File: config.mk
export PLATFORM = sky130hd
export DESIGN_NAME = block_buffer_cache_read_ahead
export DESIGN_NICKNAME = d
export VERILOG_FILES = /design/src/rtl/bbcra_pkg.sv /design/src/rtl/bbcra_ctrl.sv /design/src/rtl/bbcra_dp.sv /design/src/rtl/block_buffer_cache_read_ahead.sv
export SDC_FILE = /design/constraint.sdc
export NUM_CORES = 1
export LEC_CHECK = 0
export BUFFER_PORTS_ARGS = -buffer_cell sky130_fd_sc_hd__buf_2
export CAP_MARGIN = 20
export CORE_UTILIZATION = 62
export DETAILED_ROUTE_END_ITERATION = 16
export PLACE_DENSITY = 0.81
export SYNTH_ARGS = -nofsm -noshare
export SYNTH_HDL_FRONTEND = slang
export SYNTH_SLANG_ARGS = --single-unit
File: constraint.sdc
create_clock -name clk -period 4.7 [get_ports clk]
set_input_delay 0.235 -clock clk [delete_from_list [all_inputs] [get_ports clk]]
set_output_delay 0.235 -clock clk [all_outputs]
set_load 0.02 [all_outputs]
File: src/rtl/bbcra_pkg.sv
// Package: types, request codes and controller states for the buffer cache.
package bbcra_pkg;

  localparam int TAG_W = 16;
  localparam int IDX_W = 3;
  localparam int CNT_W = 2;

  typedef enum logic [1:0] {
    FUNC_BREADA  = 2'd0,
    FUNC_BREAD   = 2'd1,
    FUNC_BRELSE  = 2'd2,
    FUNC_UNUSED  = 2'd3
  } func_t;

  typedef enum logic [2:0] {
    ST_IDLE,
    ST_TAKE_A,
    ST_TAKE_B,
    ST_TAKE_A2,
    ST_RELEASE,
    ST_DONE
  } state_t;

  // Which operation a step performs: none, take block a, take block b or release.
  typedef enum logic [1:0] {
    OP_NONE,
    OP_TAKE_A,
    OP_TAKE_B,
    OP_RELEASE
  } op_t;

  typedef struct packed {
    logic start;
    op_t  op;
    logic set_valid;
    logic fin_a;
  } cmd_t;

  typedef struct packed {
    logic cached_a;
    logic match_b;
    logic ok;
    logic failed;
  } stat_t;

endpackage

File: src/rtl/bbcra_ctrl.sv
// Controller: sequences the take and release steps of one request.
module bbcra_ctrl (
  input  logic             clk,
  input  logic             rst,
  input  logic             in_go,
  input  bbcra_pkg::func_t func,
  input  bbcra_pkg::stat_t st,
  input  logic             out_free,
  output logic             busy,
  output logic             done,
  output bbcra_pkg::cmd_t  cmd
);
  import bbcra_pkg::*;

  state_t state, state_next;
  logic   cached, cached_next;

  always_ff @(posedge clk) begin
    if (rst) begin
      state  <= ST_IDLE;
      cached <= 1'b0;
    end else begin
      state  <= state_next;
      cached <= cached_next;
    end
  end

  always_comb begin
    state_next  = state;
    cached_next = cached;
    case (state)
      ST_IDLE: begin
        if (in_go) begin
          case (func)
            FUNC_BREADA: begin
              cached_next = st.cached_a;
              state_next  = st.cached_a ? ST_TAKE_B : ST_TAKE_A;
            end
            FUNC_BREAD:  state_next = ST_TAKE_A2;
            FUNC_BRELSE: state_next = ST_RELEASE;
            default:     state_next = ST_DONE;
          endcase
        end
      end
      ST_TAKE_A:  state_next = st.ok ? ST_TAKE_B : ST_DONE;
      ST_TAKE_B:  state_next = cached ? ST_TAKE_A2 : ST_DONE;
      ST_TAKE_A2: state_next = ST_DONE;
      ST_RELEASE: state_next = ST_DONE;
      ST_DONE:    if (out_free) state_next = ST_IDLE;
      default:    state_next = ST_IDLE;
    endcase
  end

  always_comb begin
    cmd       = '0;
    cmd.op    = OP_NONE;
    busy      = (state != ST_IDLE);
    done      = (state == ST_DONE) && out_free;
    cmd.start = (state == ST_IDLE) && in_go;
    case (state)
      ST_TAKE_A:  cmd.op = OP_TAKE_A;
      ST_TAKE_B:  begin
        cmd.op        = OP_TAKE_B;
        cmd.set_valid = 1'b1;
      end
      ST_TAKE_A2: begin
        cmd.op    = OP_TAKE_A;
        cmd.fin_a = 1'b1;
      end
      ST_RELEASE: cmd.op = OP_RELEASE;
      default:    cmd.op = OP_NONE;
    endcase
  end
endmodule

File: src/rtl/bbcra_dp.sv
// Datapath: entry table, free stack, tag search and result fields.
module bbcra_dp #(
  parameter int NUM_BUFFERS = 5
) (
  input  logic                       clk,
  input  logic                       rst,
  input  logic [bbcra_pkg::TAG_W-1:0] in_a,
  input  logic [bbcra_pkg::TAG_W-1:0] in_b,
  input  logic [bbcra_pkg::IDX_W-1:0] in_rel,
  input  bbcra_pkg::cmd_t            cmd,
  output bbcra_pkg::stat_t           st,
  output logic [15:0]                res
);
  import bbcra_pkg::*;

  localparam int NW = $clog2(NUM_BUFFERS + 1);
  localparam int EW = $clog2(NUM_BUFFERS);

  logic [TAG_W-1:0] tag [NUM_BUFFERS];
  logic [NUM_BUFFERS-1:0] ebusy, evalid, edly;
  logic [EW-1:0] order [NUM_BUFFERS];
  logic [NW-1:0] fcount;

  logic [TAG_W-1:0] blk_a, blk_b;
  logic [IDX_W-1:0] rel;
  logic status, hit, rd, ahead;
  logic [CNT_W-1:0] waits, flushes;
  logic [IDX_W-1:0] idx;

  // Search: lowest matching index for the current key.
  logic [TAG_W-1:0] key;
  logic             m_hit, mb_hit, ma_hit;
  logic [EW-1:0]    m_idx;
  logic [NUM_BUFFERS-1:0] onlist;
  logic [EW-1:0]    sel;
  logic             can;

  always_comb begin
    key   = (cmd.op == OP_TAKE_B) ? blk_b : blk_a;
    m_hit = 1'b0; m_idx = '0; mb_hit = 1'b0; ma_hit = 1'b0;
    for (int i = NUM_BUFFERS - 1; i >= 0; i--) begin
      if (tag[i] == key) begin
        m_hit = 1'b1;
        m_idx = EW'(i);
      end
      if (tag[i] == blk_b) mb_hit = 1'b1;
      if (tag[i] == in_a)  ma_hit = 1'b1;
    end
    onlist = '0;
    for (int k = 0; k < NUM_BUFFERS; k++)
      if (NW'(k) < fcount) onlist[order[k]] = 1'b1;
    sel = m_hit ? m_idx : order[0];
    can = m_hit || (fcount != '0);
  end

  always_comb begin
    st          = '0;
    st.cached_a = ma_hit;
    st.match_b  = mb_hit;
    st.ok       = can;
    st.failed   = status;
  end

  function automatic logic [CNT_W-1:0] inc_sat(logic [CNT_W-1:0] v);
    return (v == '1) ? v : v + 1'b1;
  endfunction

  always_ff @(posedge clk) begin
    if (rst) begin
      fcount <= NW'(NUM_BUFFERS - 2);
      ebusy <= '0;
      evalid <= NUM_BUFFERS'(5'b00101);
      edly <= NUM_BUFFERS'(5'b00100);
      for (int i = 0; i < NUM_BUFFERS; i++) begin
        tag[i]   <= TAG_W'(10 * (i + 1));
        order[i] <= (i + 2 < NUM_BUFFERS) ? EW'(i + 2) : '0;
      end
    end else begin
      if (cmd.start) begin
        blk_a <= in_a; blk_b <= in_b; rel <= in_rel;
        status <= 1'b0; hit <= 1'b0; rd <= 1'b0; ahead <= 1'b0;
        waits <= '0; flushes <= '0; idx <= '0;
      end
      if ((cmd.op == OP_TAKE_A) || (cmd.op == OP_TAKE_B && !mb_hit)) begin
        if (!can) begin
          if (cmd.op == OP_TAKE_A) status <= 1'b1;
        end else begin
          if (m_hit && ebusy[sel]) waits <= inc_sat(waits);
          if (!m_hit && edly[sel]) begin
            flushes   <= inc_sat(flushes);
            edly[sel] <= 1'b0;
          end
          ebusy[sel] <= 1'b1;
          if (!m_hit) tag[sel] <= key;
          // Remove sel from the free stack if present.
          if (onlist[sel]) begin
            fcount <= fcount - 1'b1;
            begin
              logic seen;
              seen = 1'b0;
              for (int k = 0; k < NUM_BUFFERS - 1; k++) begin
                if (NW'(k) < fcount && order[k] == sel) seen = 1'b1;
                if (seen) order[k] <= order[k + 1];
              end
            end
          end
          if (cmd.op == OP_TAKE_B) begin
            ahead       <= 1'b1;
            evalid[sel] <= 1'b1;
          end else if (cmd.fin_a) begin
            idx <= IDX_W'(sel);
            if (m_hit && evalid[sel]) hit <= 1'b1;
            else begin
              rd <= 1'b1;
              evalid[sel] <= 1'b1;
            end
          end else begin
            idx <= IDX_W'(sel);
            rd  <= 1'b1;
            evalid[sel] <= 1'b1;
          end
        end
      end
      if (cmd.op == OP_RELEASE && 32'(rel) < NUM_BUFFERS) begin
        if (!onlist[EW'(rel)] && fcount < NW'(NUM_BUFFERS)) begin
          ebusy[EW'(rel)] <= 1'b0;
          order[0] <= EW'(rel);
          for (int k = 1; k < NUM_BUFFERS; k++) order[k] <= order[k - 1];
          fcount <= fcount + 1'b1;
        end
      end
    end
  end

  // Pack: status, index, hit, read, ahead, waits, flushes.
  always_comb begin
    res = '0;
    res[0]   = status;
    res[3:1] = status ? '0 : idx;
    res[4]   = status ? 1'b0 : hit;
    res[5]   = status ? 1'b0 : rd;
    res[6]   = ahead;
    res[8:7] = waits;
    res[10:9] = flushes;
  end
endmodule

File: src/rtl/block_buffer_cache_read_ahead.sv
// Top level: buffer cache with read-ahead, stream ports.
// Sequence: the input is taken in idle, then up to two take steps or one release
// step follow (each take step is a tag search and free-stack update), and the
// result register is loaded once the output register is free.
// One request at a time; the next input is taken the cycle after the result
// register is loaded.
// Reset (rst, synchronous): tags 10,20,..., free stack 2..N-1, output empty.
module block_buffer_cache_read_ahead #(
  parameter int NUM_BUFFERS = 5
) (
  input  logic        clk,
  input  logic        rst,
  input  logic        s_tvalid,
  output logic        s_tready,
  // tdata: func[1:0], block_a[17:2], block_b[33:18], release_index[36:34]
  input  logic [39:0] s_tdata,
  output logic        m_tvalid,
  input  logic        m_tready,
  // tdata: status, buffer_index[3:1], first_hit, first_read, ahead_read,
  //        wait_count[8:7], flush_count[10:9]
  output logic [15:0] m_tdata
);
  import bbcra_pkg::*;

  cmd_t  cmd;
  stat_t st;
  logic  busy, done, in_go, out_free;
  logic [15:0] res;

  // Output register frees once taken; controller holds the result until then.
  assign out_free = !m_tvalid || m_tready;
  assign s_tready = !busy;
  assign in_go    = s_tvalid && s_tready;

  bbcra_ctrl u_ctrl (
    .clk, .rst, .in_go,
    .func(func_t'(s_tdata[1:0])),
    .st, .out_free, .busy, .done, .cmd
  );

  bbcra_dp #(.NUM_BUFFERS(NUM_BUFFERS)) u_dp (
    .clk, .rst,
    .in_a(s_tdata[17:2]), .in_b(s_tdata[33:18]), .in_rel(s_tdata[36:34]),
    .cmd, .st, .res
  );

  always_ff @(posedge clk) begin
    if (rst) m_tvalid <= 1'b0;
    else if (done) m_tvalid <= 1'b1;
    else if (m_tready) m_tvalid <= 1'b0;
  end

  always_ff @(posedge clk) begin
    if (done) m_tdata <= res;
  end
endmodule
==> run metrics <==
Crit path required time=4.88 ns; R2R setup slack=0.14 ns; placed inst area=0.01176 mm^2; utilization after layout=72.89%; CTS tree=yes; PortBufs=53; Via density=6.930; die area=0.01828 mm^2; DR vias=9917; kind of critical path=reg -> reg; period utilisation layout=97.01%; Post-Route Setup TNS=0 ns; largest area contributor in the netlist=edfxtp_1; Leakage=4.581 nW; Ant. Diodes=0; most frequent cell on the critical path=buf_4; Root Driver=clkbuf_16; FMAX=219.3 MHz; final clock skew=0.01428 ns; core area=0.01730 mm^2; register bit count reported by yosys=175; CP startpoint kind=flip-flop; GRT Overall Usage=43.39%; Worst-path clk slew=0.08 ns; drt total wl=38890 um; crit path cell chain=inv_1 > a2bb2oi_1 > nand4_1 > o22ai_1 > and3_1 > buf_4 > a21oi_2 > o21a_2 > nor4_2 > a211o_1 > o21ai_0 > a31oi_1 > buf_4 > nor3_1; Synth top area share=41.49%; routed len/inst=27.18 um; Rows=48; Crit. End Element=flip-flop; gpl congestion=1.062; number of clock sinks=175; most common cell after layout, fill and taps aside=edfxtp_1; post-route ant nets=0; global-route wire length before repair=56570 um; # DRC=0; most frequent cells in the layout=152 x edfxtp_1, 123 x nor2_1, 112 x xnor2_1; Ys Warns=0; largest net degree at the start of global routing=42; DRT iter0 DRCs=1540; Mapped Cells=1113; critical path data arrival time=4.74 ns; Final nets=1243; Tightest Pin Transition=0.9606 ns; VDD IR max=0.2863 mV; sequential area share after synthesis=45.67%; Synth area leaders=edfxtp_1 41%, xnor2_1 8.9%, xor2_1 6.1%, nor2_1 4.2%, dfxtp_1 4.2%; CP max stage delay=0.72 ns; initial antenna violation count=0; ys async rst share=0%; Worst-Skew Late Latency=0.45 ns; Fin. Hold Viols=0; fill count=1242; num ports=62; worst hold slack=0.1192 ns; Starting Density=63.61%; Main synth FF type=edfxtp_1; area grow syn2layout=14.59%; run status=completed; DPL Wire Length=28360 um; final setup vio count=0; post-CTS setup repair buffer count=0; Slowest cell on crit path=edfxtp_1; Slew Limit Fails=0; Buf/Inv on CP=3; max cap viols=0; PD cells=394.4 mW/mm^2; CTS Buf Count=17; share of cells above drive strength 1=15.92%; Slew headroom=35.83%; grt ovf=0; Crit path max-delay family=compound AO/OA/AOI/OAI gates; H-Tree Depth=4; worst hold path class=in -> reg; Die Wd=135.2 um; CTS max path bufs=2; Syn Area/Cell=9.885 um^2; post-route cell area=0.01261 mm^2; vias in the first global route=9045; Mapped Area=0.01100 mm^2; DIE HEIGHT=135.2 um; Tmin final=4.560 ns; Post-synth EDFFs=152; Worst Path Max Fanout=11; drt pass-1 iters=8; count of cell types in the netlist=84
per-stage QoR:
stage	total power, mW	setup WS [ns]	instances
finish	4.973	0.1405	1431
global route	5.100	-0.02442	1431
CTS	4.897	0.1930	1430
detailed placement	3.421	0.2271	1379
global placement	3.373	0.2973	1379
floorplan	2.913	0.5892	1117
routing by layer:
layer | track usage, % | vias to the layer above | routed length, um | part of all wire (%)
met5 | 0 | - | 0 | 0
met2 | 61.25 | 914 | 16020 | 41
met3 | 14.96 | 153 | 6095 | 16
met4 | 18.66 | 0 | 1743 | 4.5
met1 | 60.30 | 4656 | 15030 | 39
li1 | - | 4194 | - | -
Yosys cell counts (8+ instances only):
library cell,instances
nand2_1,69
nand4_1,29
o22ai_1,10
nand3_1,35
nor2b_1,20
xnor2_1,112
a21oi_1,32
nand2b_1,12
nor3_1,33
nor2_1,124
a222oi_1,8
o21ai_1,8
xor2_1,76
nor4_1,28
a31oi_1,11
inv_1,50
o21ai_0,30
dfxtp_1,23
buf_2,8
clkbuf_1,64
mux2i_1,16
edfxtp_1,152
repair_timing:
item                                   in CTS  in global routing
resized for setup                           0                  2
endpoints found under the hold margin      19                  0
hold buffers                               19                  0
setup endpoints to repair                   0                  4
flip-flops by register name, summed over array words and instances, names as in the netlist, 2 cells and up:
name	cells
u_dp.rel	3
u_dp.idx	3
u_dp.blk_b	16
u_dp.blk_a	16
u_dp.order	15
u_dp.tag	80
u_dp.fcount	3
u_dp.waits	2
u_dp.edly	5
m_tdata	11
u_dp.flushes	2
u_dp.ebusy	5
u_dp.evalid	5
u_ctrl.state	3
worst reg2reg max path, stage by stage, from the launching register on:
cell and delay (ns):
edfxtp_1 0.72, inv_1 0.21, a2bb2oi_1 0.39, nand4_1 0.29
o22ai_1 0.41, and3_1 0.35, buf_4 0.19, a21oi_2 0.07
o21a_2 0.22, nor4_2 0.36, a211o_1 0.42, o21ai_0 0.16
a31oi_1 0.27, buf_4 0.18, nor3_1 0.04
final timing paths:
| path | endpoint | cells after the start | startpoint |
|---|---|---|---|
| max | u_dp.order[4][1] | 14 | u_dp.blk_b[13] |
| min | u_dp.blk_a[14] | 1 | s_tdata[16] |
| max reg2reg | u_dp.order[4][1] | 14 | u_dp.blk_b[13] |
| min reg2reg | u_dp.edly[1] | 2 | u_dp.edly[1] |
power breakdown:
part / total [mW] / switching [mW] / internal (mW) / leakage (nW)
sequential: 2.12 / 0.242 / 1.88 / 1.65
combinational: 1.37 / 0.846 / 0.520 / 2.63
clock: 1.49 / 0.752 / 0.735 / 0.301
cell families after synthesis:
kind of cell             count (synthesis)  synth area share [%]
other                                    1               0.03409
multiplexers                            24                 2.707
XOR/XNOR                               188                 14.97
flip-flops                             175                 45.67
adder cells (fa/ha/maj)                  6                0.6823
AO/OA/AOI/OAI                          195                 13.03
AND/OR/NAND/NOR                        392                 17.97
buffers and inverters                  132                 4.936
layout make-up:
type,instances,area (um^2),share of cell area [%]
timing repair buffer,138,1013,8.039
clock buffer,17,425.4,3.374
clock inverter,15,201.4,1.598
sequential,175,5025,39.86
tap,225,281.5,2.233
multi-input combinational,810,5469,43.38
inverter,51,191.4,1.518
(Power assumes the default switching activity.)
